**config.mk**
```make
export PLATFORM = sky130hd
export DESIGN_NAME = bpa_ctrl
export DESIGN_NICKNAME = d
export VERILOG_FILES = /design/src/bpa_pkg.sv /design/src/bpa_ctrl.sv
export SDC_FILE = /design/constraint.sdc
export NUM_CORES = 1
export LEC_CHECK = 0
export BUFFER_PORTS_ARGS = -buffer_cell sky130_fd_sc_hd__clkbuf_2
export CELL_PAD_IN_SITES_DETAIL_PLACEMENT = 0
export CELL_PAD_IN_SITES_GLOBAL_PLACEMENT = 1
export CORE_AREA = 10 10 47 49
export CTS_BUF_LIST = sky130_fd_sc_hd__clkbuf_8
export DETAILED_ROUTE_END_ITERATION = 8
export DIE_AREA = 0 0 57 59
export GPL_TIMING_DRIVEN = 0
export PLACE_DENSITY_LB_ADDON = 0.15
export RECOVER_POWER = 50
export SYNTH_ARGS = -nofsm -noshare
export SYNTH_HDL_FRONTEND = slang
export SYNTH_SLANG_ARGS = --single-unit
export TNS_END_PERCENT = 50
```
**constraint.sdc**
```tcl
create_clock -name clock -period 2.3 [get_ports clock]
set_input_delay 0.345 -clock clock [delete_from_list [all_inputs] [get_ports clock]]
set_output_delay 0.345 -clock clock [all_outputs]
set_load 0.1 [all_outputs]
```
**src/bpa_pkg.sv**
```systemverilog
// ----------------------------------------------------------------------------
// bpa_pkg
// Shared types, constants and helpers for the buddy page allocator.
// ----------------------------------------------------------------------------
package bpa_pkg;

   // sizes
   localparam int MAX_PAGES   = 16384;
   localparam int TOP_ORDER   = 10;
   localparam int NUM_ORDERS  = TOP_ORDER + 1;
   localparam int STORE_DEPTH = 2 * MAX_PAGES;
   localparam int PAGE_SHIFT  = 12;
   localparam int PAGE_W      = 14;
   localparam int SLOT_W      = 15;
   localparam int DEPTH_W     = 15;
   localparam int ORD_W       = 4;
   localparam int ADDR_W      = 48;
   localparam int TOTAL_W     = 15;

   // request modes
   localparam logic [1:0] MODE_INIT  = 2'd0;
   localparam logic [1:0] MODE_ALLOC = 2'd1;
   localparam logic [1:0] MODE_FREE  = 2'd2;

   // result status codes
   localparam logic [1:0] STAT_OK   = 2'd0;
   localparam logic [1:0] STAT_FAIL = 2'd1;
   localparam logic [1:0] STAT_FULL = 2'd2;

   // register indexes
   localparam logic CSR_BASE_ADDR   = 1'b0;
   localparam logic CSR_TOTAL_PAGES = 1'b1;

   // datapath operations issued by the controller
   typedef enum logic [3:0] {
      OP_NONE,
      OP_LOAD,
      OP_INIT,
      OP_CARVE,
      OP_FAIL,
      OP_FREE,
      OP_POP,
      OP_LATCH,
      OP_SPLIT,
      OP_FINISH
   } op_type;

   typedef struct packed {
      op_type op;
   } ctrl_cmd_type;

   typedef struct packed {
      logic [1:0] mode;
      logic       order_bad;
      logic       found;
      logic       carve_done;
      logic       split_done;
   } dp_stat_type;

   // room of the stack for order k
   function automatic logic [DEPTH_W-1:0] stack_cap(input logic [ORD_W-1:0] k);
      return DEPTH_W'(MAX_PAGES >> k);
   endfunction

   // first slot of the stack for order k (stacks packed one after another)
   function automatic logic [SLOT_W-1:0] stack_base(input logic [ORD_W-1:0] k);
      return SLOT_W'(STORE_DEPTH - (STORE_DEPTH >> k));
   endfunction

endpackage

```
**src/bpa_ctrl.sv**
```systemverilog
// ----------------------------------------------------------------------------
// bpa_ctrl
// Request sequencer: dispatches init, alloc and free and times the result.
// ----------------------------------------------------------------------------
module bpa_ctrl (
   input  logic                  clock,
   input  logic                  reset,
   input  logic                  start,
   output logic                  busy,
   output logic                  rsp_strobe,
   output bpa_pkg::ctrl_cmd_type cmd,
   input  bpa_pkg::dp_stat_type  stat
);
   import bpa_pkg::*;

   typedef enum logic [2:0] {
      ST_IDLE,
      ST_DISPATCH,
      ST_CARVE,
      ST_READ,
      ST_SPLIT,
      ST_RESP
   } state_type;

   state_type state_ff, state_in;
   logic      busy_ff;
   logic      strobe_ff;

   // next state and operation
   always_comb begin
      state_in = state_ff;
      cmd.op   = OP_NONE;
      unique case (state_ff)
         ST_IDLE: begin
            if (start) begin
               cmd.op   = OP_LOAD;
               state_in = ST_DISPATCH;
            end
         end
         ST_DISPATCH: begin
            unique case (stat.mode)
               MODE_INIT: begin
                  cmd.op   = OP_INIT;
                  state_in = ST_CARVE;
               end
               MODE_ALLOC: begin
                  if (stat.order_bad || !stat.found) begin
                     cmd.op   = OP_FAIL;
                     state_in = ST_RESP;
                  end else begin
                     cmd.op   = OP_POP;
                     state_in = ST_READ;
                  end
               end
               MODE_FREE: begin
                  cmd.op   = OP_FREE;
                  state_in = ST_RESP;
               end
               default: begin
                  state_in = ST_RESP;
               end
            endcase
         end
         ST_CARVE: begin
            if (stat.carve_done) begin
               state_in = ST_RESP;
            end else begin
               cmd.op = OP_CARVE;
            end
         end
         ST_READ: begin
            cmd.op   = OP_LATCH;
            state_in = ST_SPLIT;
         end
         ST_SPLIT: begin
            if (stat.split_done) begin
               cmd.op   = OP_FINISH;
               state_in = ST_RESP;
            end else begin
               cmd.op = OP_SPLIT;
            end
         end
         ST_RESP: begin
            state_in = ST_IDLE;
         end
         default: begin
            state_in = ST_IDLE;
         end
      endcase
   end

   // state and registered outputs
   always_ff @(posedge clock) begin
      if (reset) begin
         state_ff  <= ST_IDLE;
         busy_ff   <= 1'b0;
         strobe_ff <= 1'b0;
      end else begin
         state_ff  <= state_in;
         busy_ff   <= (state_in != ST_IDLE);
         strobe_ff <= (state_in == ST_RESP);
      end
   end

   assign busy       = busy_ff;
   assign rsp_strobe = strobe_ff;

endmodule

```
==> results of run 1 <==
==> sequential cells by signal, summed over array words and instances (netlist names) <==
register    flops
rsp_strobe      1
state_ff        3
busy            1
==> cells in the final DEF, fill, tap and decap left out, drive strengths merged, types with 2 or more instances in the layout <==
cell type / count
clkbuf: 17
nor2: 8
inv: 7
dfxtp: 5
ha: 4
nand2b: 4
buf: 3
nor2b: 2
a2111oi: 2
nor3: 2
o21ai: 2
==> final timing paths <==
check / from / endpoint / slack [ns] / cells after the start
setup / recovery: stat[4] / cmd[0] / 0.23 / 7
hold / removal: reset / state_ff[1] / 0.40 / 2
setup reg to reg: state_ff[2] / busy / 0.99 / 5
hold reg to reg: state_ff[2] / state_ff[1] / 0.62 / 2
==> power breakdown <==
| part | switching, uW | internal [uW] |
|---|---|---|
| Clock | 42.8 | 114 |
| Combinational | 228 | 66.8 |
| Sequential | 5.62 | 104 |
==> per-layer routing <==
layer | global-route usage | up-vias | share of wire
met5 | 0 | - | 0
met1 | 0.0690 | 170 | 0.44
li1 | - | 206 | -
met3 | 0.0365 | 0 | 0.073
met4 | 0.0302 | 0 | 0
met2 | 0.101 | 9 | 0.49
==> through the flow <==
stage,setup WS [ns],std cells,TNS (ns)
2_1_floorplan,-0.347,49,-0.347
3_3_place_gp,0.163,79,0
3_5_place_dp,0.149,79,0
4_1_cts,0.154,83,0
5_1_grt,0.136,83,0
6_report,0.230,83,0
==> worst max-delay path, stage by stage <==
cell,delay (ns)
clkbuf_1,0.13
inv_1,0.08
ha_1,0.19
a2111oi_0,0.40
a221o_1,0.19
a21oi_2,0.03
clkbuf_2,0.37
==> final cells by class <==
cell class / count / area (sq um)
Clock inverter: 1 / 3.75
Tap cell: 16 / 20.0
Clock buffer: 3 / 41.3
Inverter: 6 / 22.5
Timing Repair Buffer: 14 / 66.3
Sequential cell: 5 / 100
Multi-Input combinational cell: 35 / 248
Fill cell: 180 / 876
Buffer: 3 / 23.8
==> kinds of logic after synthesis <==
logic type                 synth area share
and+or+nand+nor                       0.263
adders and majority gates             0.124
buffers and inverters                 0.115
AOI/OAI and AO/OA                     0.251
DFF                                   0.248
==> out/results.txt, run 1 <==
Total grt overflow: 0
Setup Buffers After CTS: 0
Biggest area consumer among synthesized cells: dfxtp_1
Clk pin slew, worst setup/hold paths: 0.04 ns
Overall Global Routing Usage: 0.0644
CTS Buf Count: 3
CTS tree: yes
Critical Setup Path Class: in -> out
Mean Syn Cell Area: 8.25 sq um
Yosys reg bits: 5
Final critical-path required period: 2.07 ns
Setup violators final: 0
DR iter-0 viols: 3
Area post-placement: 498 sq um
Share of cells above drive strength 1: 0.284
Post-synth EDFFs: 0
Placer congestion estimate: 0.677
Actual slew at the worst max-slew pin: 1.17 ns
Post-synth top cells: nor2_1, inv_1, dfxtp_1, ha_1, nand2b_1
Antenna cells: 0
Crit path capture type: primary output
Unique masters post-synth: 26
Port bufs: 14
Die width: 57 microns
Syn. warnings: 0
Final Cell Area: 526 sq um
Final WL: 985 microns
Pwr Density: 1070 mW/mm^2
Hold-fix buffers at CTS: 0
Worst Setup Start Kind: input port
Io pins: 15
Post-synth ARST share: 0
Vias in the first global route: 389
Die height: 59 microns
Final Cycle Share: 0.900
Worst min-delay path class: in -> reg
Final ANT Viol Nets: 0
Synth-to-Final Area Change: 30.0%
Fin. Hold Viols: 0
Num rows: 14
Area contributors post-synth: dfxtp_1, ha_1, nor2_1
PostCTS Resize Cnt: 0
Vias/cell: 4.64
Initial antenna violation count: 0
Layout Nets: 81
WL per Instance: 11.9 microns
WP data arrival: 1.72 ns
Status: complete, no violations
CTS root buf: clkbuf_8
Leakage: 0.000271 uW
Synth Cell Area: 404 sq um
Core Region: 0.00140 sq mm
Main synth FF type: dfxtp_1
Maximum clock frequency: 0.483 GHz
RSZ-0062 raised after global routing: false
DRC: 0
Gate Count Post-Synth: 49
Total die area: 0.00336 sq mm
Maxcap violations: 0
H-tree depth: 1
Top-area cell type share of the netlist area: 0.248
First-pass GRT wire length: 1.75 mm
Count of pins over their slew limit: 0
Post-layout util: 0.375
Synth Net Count: 62
Power Total: 562 uW
Relative slew margins: 0.221
Starting Density: 0.288
Crit-path max FO: 3
CP Data Required Time: 1.96 ns
Number of vias in the routed layout: 385
Final hold slack: 0.399 ns
First-pass DRT Iterations: 4
Sequential area share after synthesis: 0.248
Sink Count: 5
Skew final: 0.00302 ns
Top-count cell post-synth: nor2_1
Pin count of the biggest net entering global routing: 11
DP HPWL: 805 microns
Clk_lat worst skew: 0.22 ns
Maximum vdd drop: 0.383 mV
Clock buffer depth: 2
Power figures use the tool's default switching activity.
==> run 2: changes to the inputs <==
Settings changed: BUFFER_PORTS_ARGS -buffer_cell sky130_fd_sc_hd__clkbuf_2 to -buffer_cell sky130_fd_sc_hd__buf_2, MAX_ROUTING_LAYER set to met4.
==> run 2 against run 1 <==
Combinational power about the same. First-iteration DRC count up 130%. Critical path depth down 2. Fmax up 1.8%. Sequential power about the same. Routed wire length down 1.3%. Critical path type is now reg -> out.
==> out/results.txt, run 2 (same netlist as run 1, synthesis figures left out) <==
Total die area: 0.00336 sq mm (unchanged)
Initial antenna violation count: 0 (unchanged)
Setup ws final: 0.266 ns (+0.0360 ns)
CTS Buf Count: 3 (unchanged)
Pin count of the biggest net entering global routing: 11 (unchanged)
First-pass DRT Iterations: 4 (unchanged)
CP max-delay cell: buf_2
Hold-fix buffers at CTS: 0 (unchanged)
H-tree depth: 1 (unchanged)
Most frequent cells in the layout: buf_2, nor2_1, inv_1
Maximum clock frequency: 0.492 GHz (+1.8%)
Synth-to-Final Area Change: 30.0% (unchanged)
Final ANT Viol Nets: 0 (unchanged)
Fillers: 167 (-7.2%)
Sink Count: 5 (unchanged)
Multi-input logic area: 248 sq um (unchanged)
DR iter-0 viols: 7 (+4)
Actual slew at the worst max-slew pin: 1.17 ns (-0.00216 ns)
Storage element area: 100 sq um (unchanged)
PostCTS Resize Cnt: 0 (unchanged)
Port bufs: 14 (unchanged)
Maxcap violations: 0 (unchanged)
Vias in the first global route: 375 (-3.6%)
Critical Setup Path Class: reg -> out
Area post-placement: 498 sq um (unchanged)
Power Total: 560 uW (-0.27%)
Final critical-path required period: 2.03 ns (-0.0360 ns)
Largest stage delay on the critical path: 0.43 ns (+0.03 ns)
CTS root buf: clkbuf_8
Final hold slack: 0.395 ns (-0.00416 ns)
WP data arrival: 1.69 ns (-0.03 ns)
CP Data Required Time: 1.96 ns (about the same)
Clk pin slew, worst setup/hold paths: 0.03 ns (about the same)
Clk_lat worst skew: 0.22 ns (about the same)
Layout Nets: 81 (unchanged)
Fin. Hold Viols: 0 (unchanged)
Setup Buffers After CTS: 0 (unchanged)
Top reg by flops: state_ff
Clock buffer depth: 2 (unchanged)
Total grt overflow: 0 (unchanged)
Crit path capture type: primary output
Num rows: 14 (unchanged)
DP HPWL: 792 microns (-1.5%)
Status: complete, no violations
Pwr Density: 1070 mW/mm^2 (-0.27%)
First-pass GRT wire length: 1.61 mm (-7.9%)
Placer congestion estimate: 0.686 (+1.3%)
Setup violators final: 0 (unchanged)
Number of vias in the routed layout: 384 (-0.26%)
Die height: 59 microns (unchanged)
DRC: 0 (unchanged)
WL per Instance: 11.7 microns (-1.3%)
Final Cycle Share: 0.884 (-0.0156)
Post-Place Setup Slack: 0.203 ns (+0.0542 ns)
Worst Setup Start Kind: flop
Final WL: 972 microns (-1.3%)
Core Region: 0.00140 sq mm (unchanged)
Maximum vdd drop: 0.361 mV (-5.8%)
CP Cell Sequence: buf_4, nand2b_1, a221o_1, a21oi_2, buf_2
Final Cell Area: 526 sq um (unchanged)
Crit-path max FO: 10 (+7)
RSZ-0062 raised after global routing: false
Antenna cells: 0 (unchanged)
Max FFs per register: 3 (unchanged)
CTS tree: yes
Share of cells above drive strength 1: 0.284 (unchanged)
Leakage: 0.000271 uW (+0.22%)
Io pins: 15 (unchanged)
Worst min-delay path class: in -> reg
Starting Density: 0.288 (unchanged)
Overall Global Routing Usage: 0.0622 (-0.00225)
Relative slew margins: 0.223 (+0.00143)
Skew final: 0.000233 ns (-0.00279 ns)
Vias/cell: 4.63 (-0.26%)
Die width: 57 microns (unchanged)
Commonest non-fill, non-tap cell in the layout: buf_2
Count of pins over their slew limit: 0 (unchanged)
-- run 2: cell types whose count changed in the layout (fill, tap and decap cells not counted) --
| cell | previous run | this run |
|---|---|---|
| clkbuf_2 | 11 | 0 |
| buf_2 | 1 | 12 |
-- run 2: final cells by class --
cell class | instances | share of cell area
Clock inverter | 1 | 0.00714
Tap cell | 16 | 0.0381
Buffer | 3 | 0.0452
Sequential cell | 5 | 0.190
Clock buffer | 3 | 0.0786
Multi-Input combinational cell | 35 | 0.471
Timing Repair Buffer | 14 | 0.126
Inverter | 6 | 0.0429
-- run 2: metrics by stage --
step	setup TNS, ns	util	cells
after global routing	0	0.375	83
after floorplan	-0.347	-	49
final	0	0.375	83
after detailed placement	0	0.355	79
after CTS	0	0.388	83
after global placement	0	0.355	79
-- run 2: worst max-delay path: cells and delay by family (launching register included) --
| kind | cells | cell delay (ns) |
|---|---|---|
| AO/OA/AOI/OAI | 2 | 0.41 |
| AND/OR/NAND/NOR | 1 | 0.16 |
| buffers and inverters | 2 | 0.60 |
| flip-flops | 1 | 0.30 |
-- run 2: path summary, 6_finish.rpt --
| path | from | endpoint | slack, ns | cells past startpoint |
|---|---|---|---|---|
| worst max-delay path | state_ff[0] | cmd[0] | 0.27 | 5 |
| worst min-delay path | reset | state_ff[1] | 0.39 | 2 |
| worst max register to register | state_ff[0] | busy | 1.05 | 4 |
| worst min register to register | state_ff[2] | state_ff[1] | 0.60 | 2 |
-- run 2: routing by layer --
metal / vias to the layer above / routed length, microns / GRT usage
li1: 204 / - / -
met1: 171 / 421 / 0.0606
met2: 7 / 492 / 0.0961
met3: 2 / 45 / 0.0258
met4: 0 / 12 / 0.0503
met5: - / 0 / -
-- run 2: where the power goes --
part	internal (uW)	switching [uW]	leakage, uW
clock	114	42.0	0.0000269
sequential	104	5.20	0.0000412
combinational	67.3	228	0.000203
